--- config.mk ---
export PLATFORM = sky130hd
export DESIGN_NAME = first_fit_block_allocator
export DESIGN_NICKNAME = d
export VERILOG_FILES = /design/src/ffba_pkg.sv /design/src/first_fit_block_allocator.sv /design/src/ffba_ram.sv /design/src/ffba_front.sv /design/src/ffba_engine.sv
export VERILOG_INCLUDE_DIRS = /design/src /design/src/src
export SDC_FILE = /design/constraint.sdc
export NUM_CORES = 2
export LEC_CHECK = 0
export BUFFER_PORTS_ARGS = -buffer_cell sky130_fd_sc_hd__buf_2
export CORE_ASPECT_RATIO = 1.2
export CORE_MARGIN = 4
export CORE_UTILIZATION = 57
export DETAILED_ROUTE_END_ITERATION = 10
export HOLD_SLACK_MARGIN = 0.12
export PLACE_DENSITY = 0.76
export SLEW_MARGIN = 20
export SYNTH_ARGS = -nofsm -noshare
export SYNTH_HDL_FRONTEND = slang
export SYNTH_SLANG_ARGS = --single-unit
export TNS_END_PERCENT = 50
--- constraint.sdc ---
create_clock -name i_clk -period 8.2 [get_ports i_clk]
set_clock_uncertainty 0.1 [all_clocks]
set_input_delay 0.82 -clock i_clk [delete_from_list [all_inputs] [get_ports i_clk]]
set_output_delay 0.82 -clock i_clk [all_outputs]
set_load 0.05 [all_outputs]
--- src/first_fit_block_allocator_assert.svh ---
// assertion macros used by the allocator top level
`ifndef FIRST_FIT_BLOCK_ALLOCATOR_ASSERT_SVH
`define FIRST_FIT_BLOCK_ALLOCATOR_ASSERT_SVH

// same-cycle implication, clocked on i_clk, off while i_rst_n is low
`define FFBA_ASSERT_IMP(lbl, ante, cons) \
    lbl: assert property (@(posedge i_clk) disable iff (!i_rst_n) (ante) |-> (cons)) \
        else $error("%m: implication check failed");

// next-cycle implication, clocked on i_clk, off while i_rst_n is low
`define FFBA_ASSERT_NEXT(lbl, ante, cons) \
    lbl: assert property (@(posedge i_clk) disable iff (!i_rst_n) (ante) |=> (cons)) \
        else $error("%m: next-cycle check failed");

`endif

--- src/ffba_pkg.sv ---
// types, constants and codes of the first-fit block allocator
package ffba_pkg;

    localparam int MAX_BLOCKS   = 64;
    localparam int HEADER_BYTES = 16;

    localparam int IDX_W   = $clog2(MAX_BLOCKS);
    localparam int CNT_W   = $clog2(MAX_BLOCKS + 1);
    localparam int ADDR_W  = 20;
    localparam int SIZE_W  = 21;
    localparam int ENTRY_W = ADDR_W + SIZE_W + 1;

    // command queue between front and engine, power of two
    localparam int Q_DEPTH = 2;
    localparam int Q_PTR_W = $clog2(Q_DEPTH);
    localparam int Q_CNT_W = $clog2(Q_DEPTH + 1);

    localparam logic [SIZE_W-1:0] LIMIT_CAP   = 21'h100000;
    localparam logic [SIZE_W-1:0] LIMIT_RESET = 21'h100000;

    localparam logic [1:0] REQ_ALLOC  = 2'd0;
    localparam logic [1:0] REQ_FREE   = 2'd1;
    localparam logic [1:0] REQ_RESIZE = 2'd2;

    localparam logic [1:0] ST_OK       = 2'd0;
    localparam logic [1:0] ST_ZERO     = 2'd1;
    localparam logic [1:0] ST_NOSPACE  = 2'd2;
    localparam logic [1:0] ST_NOTFOUND = 2'd3;

    localparam logic [1:0] CMD_ALLOC  = 2'd0;
    localparam logic [1:0] CMD_FREE   = 2'd1;
    localparam logic [1:0] CMD_RESIZE = 2'd2;
    localparam logic [1:0] CMD_IMM    = 2'd3;

    typedef struct packed {
        logic [1:0]        req_type;
        logic [SIZE_W-1:0] request_size;
        logic [ADDR_W-1:0] block_address;
    } t_req;

    typedef struct packed {
        logic [ADDR_W-1:0] result_address;
        logic [1:0]        status;
    } t_rsp;

    typedef struct packed {
        logic [1:0]        kind;
        logic [1:0]        imm_status;
        logic [SIZE_W-1:0] size;
        logic [ADDR_W-1:0] addr;
    } t_cmd;

    typedef struct packed {
        logic [ADDR_W-1:0] start;
        logic [SIZE_W-1:0] size;
        logic              free;
    } t_entry;

    typedef struct packed {
        logic [CNT_W-1:0]  count;
        logic [SIZE_W-1:0] brk;
    } t_eng_stat;

endpackage

--- src/first_fit_block_allocator.sv ---
// first-fit heap block allocator without split or merge: top level
//
// request channel: i_req_valid / o_req_stall carry one i_req (type, size,
//   payload address); a request is taken on a clock edge with valid high and
//   stall low. a two-entry queue sits behind the intake, so requests keep
//   coming in while the engine works or while a response waits.
// response channel: o_rsp_valid / i_rsp_stall carry one o_rsp (address,
//   status) per request, in request order. a stalled response holds in the
//   output register; the engine then parks on its next result.
// config channel: i_cfg_valid / o_cfg_ready write the heap limit; write it
//   only while no request is in flight.
// timing: each table scan reads one entry per cycle from a single-port-read
//   ram. allocate and free each run one pass; an allocate that appends
//   writes one more entry after it; a resize that has to move runs two
//   passes. requests that need no table access skip the scan and go
//   straight to the result register. one request at a time.
// reset: synchronous active-low i_rst_n empties the table and the queue,
//   sets the break to zero and the limit to 1 MiB; table contents need no
//   clearing since only entries below the count are ever read.
`include "first_fit_block_allocator_assert.svh"

module first_fit_block_allocator (
    input  logic                        i_clk,
    input  logic                        i_rst_n,
    input  logic                        i_req_valid,
    output logic                        o_req_stall,
    input  ffba_pkg::t_req               i_req,
    output logic                        o_rsp_valid,
    input  logic                        i_rsp_stall,
    output ffba_pkg::t_rsp               o_rsp,
    input  logic                        i_cfg_valid,
    output logic                        o_cfg_ready,
    input  logic [ffba_pkg::SIZE_W-1:0] i_cfg_data
);
    import ffba_pkg::*;

    logic [SIZE_W-1:0] r_heap_limit;
    logic              w_cmd_valid;
    t_cmd              w_cmd;
    logic              w_cmd_pop;
    t_eng_stat         w_stat;
    logic              w_rsp_fail;
    logic              w_rsp_grant;

    assign o_cfg_ready = 1'b1;

    always_ff @(posedge i_clk) begin
        if (!i_rst_n) begin
            r_heap_limit <= LIMIT_RESET;
        end else if (i_cfg_valid && o_cfg_ready) begin
            r_heap_limit <= i_cfg_data;
        end
    end

    ffba_front u_front (
        .i_clk       (i_clk),
        .i_rst_n     (i_rst_n),
        .i_req_valid (i_req_valid),
        .o_req_stall (o_req_stall),
        .i_req       (i_req),
        .o_cmd_valid (w_cmd_valid),
        .o_cmd       (w_cmd),
        .i_cmd_pop   (w_cmd_pop)
    );

    ffba_engine u_engine (
        .i_clk       (i_clk),
        .i_rst_n     (i_rst_n),
        .i_cmd_valid (w_cmd_valid),
        .i_cmd       (w_cmd),
        .o_cmd_pop   (w_cmd_pop),
        .i_limit     (r_heap_limit),
        .o_rsp_valid (o_rsp_valid),
        .o_rsp       (o_rsp),
        .i_rsp_stall (i_rsp_stall),
        .o_stat      (w_stat)
    );

    assign w_rsp_fail  = o_rsp_valid && (o_rsp.status != ST_OK);
    assign w_rsp_grant = o_rsp_valid && (o_rsp.result_address != '0);

    // any failing status comes with a null address
    `FFBA_ASSERT_IMP(a_err_null, w_rsp_fail, o_rsp.result_address == '0)

    // a granted address always lies past a header
    `FFBA_ASSERT_IMP(a_addr_hdr, w_rsp_grant, o_rsp.result_address >= ADDR_W'(HEADER_BYTES))

    // the table only grows, one block at a time
    `FFBA_ASSERT_NEXT(a_count_step, 1'b1, (w_stat.count - $past(w_stat.count)) <= CNT_W'(1))

    // empty table means nothing carved from the heap
    `FFBA_ASSERT_IMP(a_empty_brk, w_stat.count == '0, w_stat.brk == '0)

endmodule

--- src/ffba_ram.sv ---
// generic single-write, single-read ram with registered read data
module ffba_ram #(
    parameter int WIDTH = 8,
    parameter int DEPTH = 16
) (
    input  logic                     i_clk,
    input  logic                     i_we,
    input  logic [$clog2(DEPTH)-1:0] i_waddr,
    input  logic [WIDTH-1:0]         i_wdata,
    input  logic [$clog2(DEPTH)-1:0] i_raddr,
    output logic [WIDTH-1:0]         o_rdata
);

    logic [WIDTH-1:0] r_mem [DEPTH];
    logic [WIDTH-1:0] r_rdata;

    always_ff @(posedge i_clk) begin
        if (i_we) begin
            r_mem[i_waddr] <= i_wdata;
        end
        r_rdata <= r_mem[i_raddr];
    end

    assign o_rdata = r_rdata;

endmodule

--- src/ffba_front.sv ---
// request intake: classifies each request and queues it for the engine
module ffba_front (
    input  logic          i_clk,
    input  logic          i_rst_n,
    input  logic          i_req_valid,
    output logic          o_req_stall,
    input  ffba_pkg::t_req i_req,
    output logic          o_cmd_valid,
    output ffba_pkg::t_cmd o_cmd,
    input  logic          i_cmd_pop
);
    import ffba_pkg::*;

    t_cmd               r_q [Q_DEPTH];
    logic [Q_PTR_W-1:0] r_wr_ptr;
    logic [Q_PTR_W-1:0] r_rd_ptr;
    logic [Q_CNT_W-1:0] r_fill;
    t_cmd               w_cmd;
    logic               w_push;
    logic               w_pop;

    always_comb begin
        w_cmd.kind       = CMD_IMM;
        w_cmd.imm_status = ST_OK;
        w_cmd.size       = i_req.request_size;
        w_cmd.addr       = i_req.block_address;
        case (i_req.req_type)
            REQ_ALLOC: begin
                if (i_req.request_size == '0) begin
                    w_cmd.imm_status = ST_ZERO;
                end else begin
                    w_cmd.kind = CMD_ALLOC;
                end
            end
            REQ_FREE: begin
                if (i_req.block_address != '0) begin
                    w_cmd.kind = CMD_FREE;
                end
            end
            REQ_RESIZE: begin
                // resize of null is a plain allocate
                if (i_req.block_address != '0) begin
                    w_cmd.kind = CMD_RESIZE;
                end else if (i_req.request_size == '0) begin
                    w_cmd.imm_status = ST_ZERO;
                end else begin
                    w_cmd.kind = CMD_ALLOC;
                end
            end
            default: begin
                w_cmd.kind = CMD_IMM;
            end
        endcase
    end

    assign o_req_stall = (r_fill == Q_CNT_W'(Q_DEPTH));
    assign w_push      = i_req_valid && !o_req_stall;
    assign o_cmd_valid = (r_fill != '0);
    assign w_pop       = i_cmd_pop && o_cmd_valid;
    assign o_cmd       = r_q[r_rd_ptr];

    always_ff @(posedge i_clk) begin
        if (w_push) begin
            r_q[r_wr_ptr] <= w_cmd;
        end
    end

    always_ff @(posedge i_clk) begin
        if (!i_rst_n) begin
            r_wr_ptr <= '0;
            r_rd_ptr <= '0;
            r_fill   <= '0;
        end else begin
            if (w_push) begin
                r_wr_ptr <= r_wr_ptr + 1'b1;
            end
            if (w_pop) begin
                r_rd_ptr <= r_rd_ptr + 1'b1;
            end
            if (w_push && !w_pop) begin
                r_fill <= r_fill + 1'b1;
            end else if (w_pop && !w_push) begin
                r_fill <= r_fill - 1'b1;
            end
        end
    end

endmodule

--- src/ffba_engine.sv ---
// execution engine: block table scans, append, free marking, result register
module ffba_engine (
    input  logic               i_clk,
    input  logic               i_rst_n,
    input  logic               i_cmd_valid,
    input  ffba_pkg::t_cmd      i_cmd,
    output logic               o_cmd_pop,
    input  logic [ffba_pkg::SIZE_W-1:0] i_limit,
    output logic               o_rsp_valid,
    output ffba_pkg::t_rsp      o_rsp,
    input  logic               i_rsp_stall,
    output ffba_pkg::t_eng_stat o_stat
);
    import ffba_pkg::*;

    localparam logic [2:0] S_IDLE     = 3'd0;
    localparam logic [2:0] S_SCAN     = 3'd1;
    localparam logic [2:0] S_APPEND   = 3'd2;
    localparam logic [2:0] S_FREE_OLD = 3'd3;
    localparam logic [2:0] S_DONE     = 3'd4;

    localparam logic M_FIND = 1'b0;
    localparam logic M_FIT  = 1'b1;

    logic [2:0]        r_state,     n_state;
    t_cmd              r_cmd,       n_cmd;
    logic              r_mode,      n_mode;
    logic              r_realloc,   n_realloc;
    logic [CNT_W-1:0]  r_rd_idx,    n_rd_idx;
    logic              r_chk_valid, n_chk_valid;
    logic [IDX_W-1:0]  r_chk_idx,   n_chk_idx;
    logic [IDX_W-1:0]  r_old_idx,   n_old_idx;
    t_entry            r_old,       n_old;
    logic [CNT_W-1:0]  r_count,     n_count;
    logic [SIZE_W-1:0] r_brk,       n_brk;
    t_rsp              r_res,       n_res;
    logic              r_out_valid, n_out_valid;
    t_rsp              r_out,       n_out;

    logic               ram_we;
    logic [IDX_W-1:0]   ram_waddr;
    t_entry             ram_wdata;
    logic [IDX_W-1:0]   ram_raddr;
    logic [ENTRY_W-1:0] ram_rdata;

    t_entry            w_rd;
    logic [SIZE_W-1:0] w_hdr_sum;
    logic              w_hit;
    logic [SIZE_W:0]   w_new_brk;
    logic [SIZE_W-1:0] w_limit;
    logic [ADDR_W-1:0] w_app_addr;
    logic              w_out_free;

    ffba_ram #(
        .WIDTH (ENTRY_W),
        .DEPTH (MAX_BLOCKS)
    ) u_table (
        .i_clk   (i_clk),
        .i_we    (ram_we),
        .i_waddr (ram_waddr),
        .i_wdata (ram_wdata),
        .i_raddr (ram_raddr),
        .o_rdata (ram_rdata)
    );

    assign w_rd      = t_entry'(ram_rdata);
    assign w_hdr_sum = {1'b0, w_rd.start} + SIZE_W'(HEADER_BYTES);
    assign w_hit     = r_chk_valid && ((r_mode == M_FIT)
                       ? (w_rd.free && (w_rd.size >= r_cmd.size))
                       : (w_hdr_sum == {1'b0, r_cmd.addr}));
    assign w_new_brk  = {1'b0, r_brk} + (SIZE_W+1)'(HEADER_BYTES) + {1'b0, r_cmd.size};
    assign w_limit    = (i_limit > LIMIT_CAP) ? LIMIT_CAP : i_limit;
    assign w_app_addr = r_brk[ADDR_W-1:0] + ADDR_W'(HEADER_BYTES);
    assign w_out_free = !r_out_valid || !i_rsp_stall;

    always_comb begin
        n_state     = r_state;
        n_cmd       = r_cmd;
        n_mode      = r_mode;
        n_realloc   = r_realloc;
        n_rd_idx    = r_rd_idx;
        n_chk_valid = r_chk_valid;
        n_chk_idx   = r_chk_idx;
        n_old_idx   = r_old_idx;
        n_old       = r_old;
        n_count     = r_count;
        n_brk       = r_brk;
        n_res       = r_res;
        n_out_valid = r_out_valid && i_rsp_stall;
        n_out       = r_out;
        o_cmd_pop   = 1'b0;
        ram_we      = 1'b0;
        ram_waddr   = r_chk_idx;
        ram_wdata   = w_rd;
        ram_raddr   = r_rd_idx[IDX_W-1:0];

        case (r_state)
            S_IDLE: begin
                if (i_cmd_valid) begin
                    o_cmd_pop   = 1'b1;
                    n_cmd       = i_cmd;
                    n_rd_idx    = '0;
                    n_chk_valid = 1'b0;
                    n_realloc   = 1'b0;
                    case (i_cmd.kind)
                        CMD_ALLOC: begin
                            n_mode  = M_FIT;
                            n_state = S_SCAN;
                        end
                        CMD_FREE, CMD_RESIZE: begin
                            n_mode  = M_FIND;
                            n_state = S_SCAN;
                        end
                        default: begin
                            n_res   = '{result_address: '0, status: i_cmd.imm_status};
                            n_state = S_DONE;
                        end
                    endcase
                end
            end
            S_SCAN: begin
                // reads issue one per cycle, the previous entry is checked alongside
                if (w_hit) begin
                    n_chk_valid = 1'b0;
                    if (r_mode == M_FIT) begin
                        ram_we         = 1'b1;
                        ram_wdata.free = 1'b0;
                        n_res   = '{result_address: w_hdr_sum[ADDR_W-1:0], status: ST_OK};
                        n_state = r_realloc ? S_FREE_OLD : S_DONE;
                    end else begin
                        n_old_idx = r_chk_idx;
                        n_old     = w_rd;
                        if (r_cmd.kind == CMD_FREE) begin
                            ram_we         = 1'b1;
                            ram_wdata.free = 1'b1;
                            n_res   = '{result_address: '0, status: ST_OK};
                            n_state = S_DONE;
                        end else if (w_rd.free) begin
                            n_res   = '{result_address: '0, status: ST_NOTFOUND};
                            n_state = S_DONE;
                        end else if (w_rd.size >= r_cmd.size) begin
                            n_res   = '{result_address: r_cmd.addr, status: ST_OK};
                            n_state = S_DONE;
                        end else begin
                            // too small: second pass as an allocate
                            n_realloc = 1'b1;
                            n_mode    = M_FIT;
                            n_rd_idx  = '0;
                        end
                    end
                end else if (r_rd_idx < r_count) begin
                    n_rd_idx    = r_rd_idx + 1'b1;
                    n_chk_valid = 1'b1;
                    n_chk_idx   = r_rd_idx[IDX_W-1:0];
                end else if (!r_chk_valid) begin
                    if (r_mode == M_FIT) begin
                        n_state = S_APPEND;
                    end else begin
                        n_res   = '{result_address: '0, status: ST_NOTFOUND};
                        n_state = S_DONE;
                    end
                end else begin
                    n_chk_valid = 1'b0;
                end
            end
            S_APPEND: begin
                if ((r_count >= CNT_W'(MAX_BLOCKS)) || (w_new_brk > {1'b0, w_limit})) begin
                    n_res   = '{result_address: '0, status: ST_NOSPACE};
                    n_state = S_DONE;
                end else begin
                    ram_we    = 1'b1;
                    ram_waddr = r_count[IDX_W-1:0];
                    ram_wdata = '{start: r_brk[ADDR_W-1:0], size: r_cmd.size, free: 1'b0};
                    n_count   = r_count + 1'b1;
                    n_brk     = w_new_brk[SIZE_W-1:0];
                    n_res     = '{result_address: w_app_addr, status: ST_OK};
                    n_state   = r_realloc ? S_FREE_OLD : S_DONE;
                end
            end
            S_FREE_OLD: begin
                ram_we         = 1'b1;
                ram_waddr      = r_old_idx;
                ram_wdata      = r_old;
                ram_wdata.free = 1'b1;
                n_state        = S_DONE;
            end
            S_DONE: begin
                if (w_out_free) begin
                    n_out_valid = 1'b1;
                    n_out       = r_res;
                    n_state     = S_IDLE;
                end
            end
            default: begin
                n_state = S_IDLE;
            end
        endcase
    end

    always_ff @(posedge i_clk) begin
        if (!i_rst_n) begin
            r_state     <= S_IDLE;
            r_chk_valid <= 1'b0;
            r_count     <= '0;
            r_brk       <= '0;
            r_out_valid <= 1'b0;
            r_realloc   <= 1'b0;
            r_mode      <= M_FIND;
            r_rd_idx    <= '0;
        end else begin
            r_state     <= n_state;
            r_chk_valid <= n_chk_valid;
            r_count     <= n_count;
            r_brk       <= n_brk;
            r_out_valid <= n_out_valid;
            r_realloc   <= n_realloc;
            r_mode      <= n_mode;
            r_rd_idx    <= n_rd_idx;
        end
    end

    always_ff @(posedge i_clk) begin
        r_cmd     <= n_cmd;
        r_chk_idx <= n_chk_idx;
        r_old_idx <= n_old_idx;
        r_old     <= n_old;
        r_res     <= n_res;
        r_out     <= n_out;
    end

    assign o_rsp_valid  = r_out_valid;
    assign o_rsp        = r_out;
    assign o_stat.count = r_count;
    assign o_stat.brk   = r_brk;

endmodule
==> impl_metrics.json <==
{
  "status": "finished clean",
  "io_pins": 94,
  "fin_crit_ns": 7.68,
  "vdd_drop_max_v": 0.000276,
  "netSwitchingFraction_pct": 21.7,
  "syn-cell-area_um2": 118000,
  "die_y_um": 507,
  "initial_core_util_pct": 57.5,
  "async_flop_share_pct": 0,
  "fin_total_pwr_mw": 31.9,
  "overflow": 0,
  "antenna_found_initial": 23,
  "hold_class": "in -> reg",
  "slew_headroom_pct": 23.6,
  "cts_buffers": 291,
  "cp_max_fo": 25,
  "seqPwrFrac_pct": 54.5,
  "coreArea_um2": 206000,
  "regArea_um2": 89800,
  "synth.top_cell.area_share_pct": 74.1,
  "vias": 59082,
  "post-cts-setup-buffers": 0,
  "clkTransAtPathRegs_ns": 0.06,
  "crit_end": "u_engine.u_table.r_mem[30][31]",
  "multiInputGateArea_um2": 27700,
  "route.detailed.drc": 0,
  "cts_tree": "built",
  "fillers": 12606,
  "cts_buffer_depth": 4,
  "power_density_nw_per_um2": 240,
  "synthCells": 5289,
  "ff2ff_path_depth": 22,
  "reg2reg_slack_ns": 0.52,
  "synth_enable_flop_cells": 2916,
  "ys_types": 82,
  "die-area_um2": 215000,
  "crit_start": "u_engine.r_cmd[21]",
  "dr.pass1.iters": 5,
  "yosys.area.top_type": "edfxtp_1",
  "yosysWarnings": 0,
  "nets": 5846,
  "num_rows": 182,
  "ys_seq_elements": 3026,
  "drive_gt1_share_pct": 29.3,
  "wl_mm": 304,
  "stdcell_count": 8649,
  "clock_latency_ns": 0.95,
  "ant_nets": 0,
  "start_kind": "flop",
  "cp.arrival_ns": 8.16,
  "hold_viol_final": 0,
  "final-setup-viol-count": 0,
  "rsz0062_at_grt": "false",
  "cts-htree-levels": 5,
  "end_kind": "flop",
  "grt_pass1_vias": 59992,
  "grt_pass1_wl_mm": 435,
  "cell_internal_pwr_mw": 25.0,
  "drv_slew": 0,
  "clock-sinks": 3026,
  "reg2reg_from": "u_engine.r_cmd[21]",
  "clockRootBuffer": "clkbuf_16",
  "maxCapViolations": 0,
  "placed_cells": 8082,
  "yosys-top-cells-area": "edfxtp_1 (74%), mux4_2 (17%), dfxtp_1 (1.9%)",
  "power_switching_mw": 6.93,
  "fin_ws_ns": 0.519,
  "syn_avg_cell_area_um2": 22.3,
  "die_w_um": 424,
  "via_per_inst": 6.83,
  "yosys-top-cells-count": "edfxtp_1 (2916), mux4_2 (882), nand2_1 (198)",
  "avgRoutedWirePerCell_um": 35.1,
  "power_frac_clock_pct": 40.3,
  "fin_crit_sh_pct": 93.7,
  "crit_type": "reg -> reg",
  "syn2layout_area_growth_pct": 12.8,
  "final_core_util_pct": 64.8,
  "combPwrFrac_pct": 5.2,
  "post-synth-top-count-cell": "edfxtp_1",
  "grt_use_total_pct": 28.2,
  "grt_max_degree": 142,
  "tightest_slew_ns": 1.15,
  "gp_congestion": 0.943,
  "yosysSeqAreaShare_pct": 76.0,
  "leakage_nw": 41.1,
  "synth_ff_type": "edfxtp_1",
  "portBuffers": 92,
  "whs_ns": 0.186,
  "max_freq_mhz": 130,
  "rr_endpoint": "u_engine.u_table.r_mem[30][31]",
  "drt-initial-drc-count": 9150,
  "pre_cts_slack_ns": 0.447,
  "worstPathRequired_ns": 8.68,
  "syn_nets": 5456,
  "post-dp-hpwl_mm": 163
}
## metrics by stage
| step | instance area [um^2] | setup TNS (ns) |
|---|---|---|
| after CTS | 133000 | 0 |
| final | 133000 | 0 |
| after global placement | 124000 | 0 |
| after floorplan | 118000 | -228.26 |
| after global routing | 133000 | 0 |
| after detailed placement | 124000 | 0 |
## area by class of cell
cell class	count	area share, %
Timing Repair Buffer	361	2.40
Multi-Input combinational cell	1947	20.8
Antenna cell	7	0.0131
Clock inverter	134	0.805
Clock buffer	362	5.87
Inverter	52	0.152
Sequential cell	3026	67.4
Tap cell	2760	2.59
## power groups by stage
| stage | sequential (mW) | combinational (mW) | clock, mW |
|---|---|---|---|
| floorplan | 17.7 | 1.00 | 0 |
| global placement | 17.7 | 1.58 | 0 |
| detailed placement | 17.7 | 1.60 | 0 |
| CTS | 17.4 | 1.64 | 13.0 |
| global route | 17.4 | 1.80 | 13.7 |
| finish | 17.4 | 1.66 | 12.9 |
## worst min path at each step
stage,cells after the start,end,from,slack (ns)
5_1_grt,2,u_front.r_q[1][41],i_req[42],0.17
3_3_place_gp,0,u_engine.o_rsp[15],u_engine.r_res[15],0.31
3_5_place_dp,0,u_engine.o_rsp[11],u_engine.r_res[11],0.31
6_report,2,u_front.r_q[1][41],i_req[42],0.19
4_1_cts,2,u_front.r_q[1][41],i_req[42],0.12
2_1_floorplan,0,u_engine.o_rsp[0],u_engine.r_res[0],0.30
## worst max-delay path, cell delays in order, from the launching register on
cell and delay (ns):
edfxtp_1 0.44, ha_1 0.32, ha_1 0.22, fa_1 0.47, a21oi_1 0.21, o22ai_1 0.20
o211ai_1 0.26, a21oi_1 0.13, o41ai_1 0.34, xnor2_1 0.21, ha_1 0.27, and2_1 0.17
a221oi_1 0.31, nand2b_1 0.15, a21oi_1 0.08, o31a_1 0.42, a2111oi_1 0.39, buf_4 0.21
a221oi_1 0.06, buf_4 0.21, or4_1 0.84, nor2_4 0.88, buf_4 0.42
## kinds of logic (layout without fill, tap and decap cells)
| group | after synthesis | after routing | share of synthesized area (%) |
|---|---|---|---|
| multiplexers | 949 | 949 | 17.4 |
| adder cells (fa/ha/maj) | 98 | 98 | 1.04 |
| buffers and inverters | 316 | 909 | 1.02 |
| flip-flops | 3026 | 3026 | 76.0 |
| AND/OR/NAND/NOR | 538 | 538 | 2.29 |
| other | 1 | 8 | 0.00317 |
| AO/OA/AOI/OAI | 292 | 292 | 1.73 |
| XOR/XNOR | 69 | 69 | 0.523 |
## state kept, by name, indices dropped and copies added (netlist names), 2 cells and up, named ones only
register                  cells
r_heap_limit                 21
u_engine.o_rsp               22
u_engine.r_brk               21
u_engine.r_chk_idx            6
u_engine.r_cmd               43
u_engine.r_count              7
u_engine.r_old               41
u_engine.r_old_idx            6
u_engine.r_rd_idx             7
u_engine.r_res               22
u_engine.r_state              3
u_engine.u_table.o_rdata     42
u_engine.u_table.r_mem     2688
u_front.r_fill                2
u_front.r_q                  88
## placed cells by master, fill, tap and decap left out, types with 43 or more instances in the layout
master         synthesis  final
a22oi_1               51     51
buf_12                 0     45
buf_2                  6     92
buf_4                  2    160
clkbuf_1             185     54
clkbuf_16              0    300
clkinv_1               1     55
clkinv_2               0     44
dfxtp_1              110    104
dlygate4sd3_1          0     63
edfxtp_1            2916   2916
ha_1                  97     97
inv_1                 50     49
mux4_2               882    882
nand2_1              198    187
o21ai_0               45     43
xnor2_1               43     43
## per-layer routing
metal	wire length, um	up-vias	global-route usage [%]
li1	-	23164	-
met1	106000	31105	37.8
met2	156000	4167	46.8
met3	30400	628	5.55
met4	10800	18	10.0
met5	125	-	0
## what timing repair did
item | CTS | global route
setup endpoints to repair | 0 | 18
endpoints found under the hold margin | 104 | 0
hold buffers | 63 | 0
resized for setup | 0 | 2
Note: power is estimated with default switching activity, not from simulation.
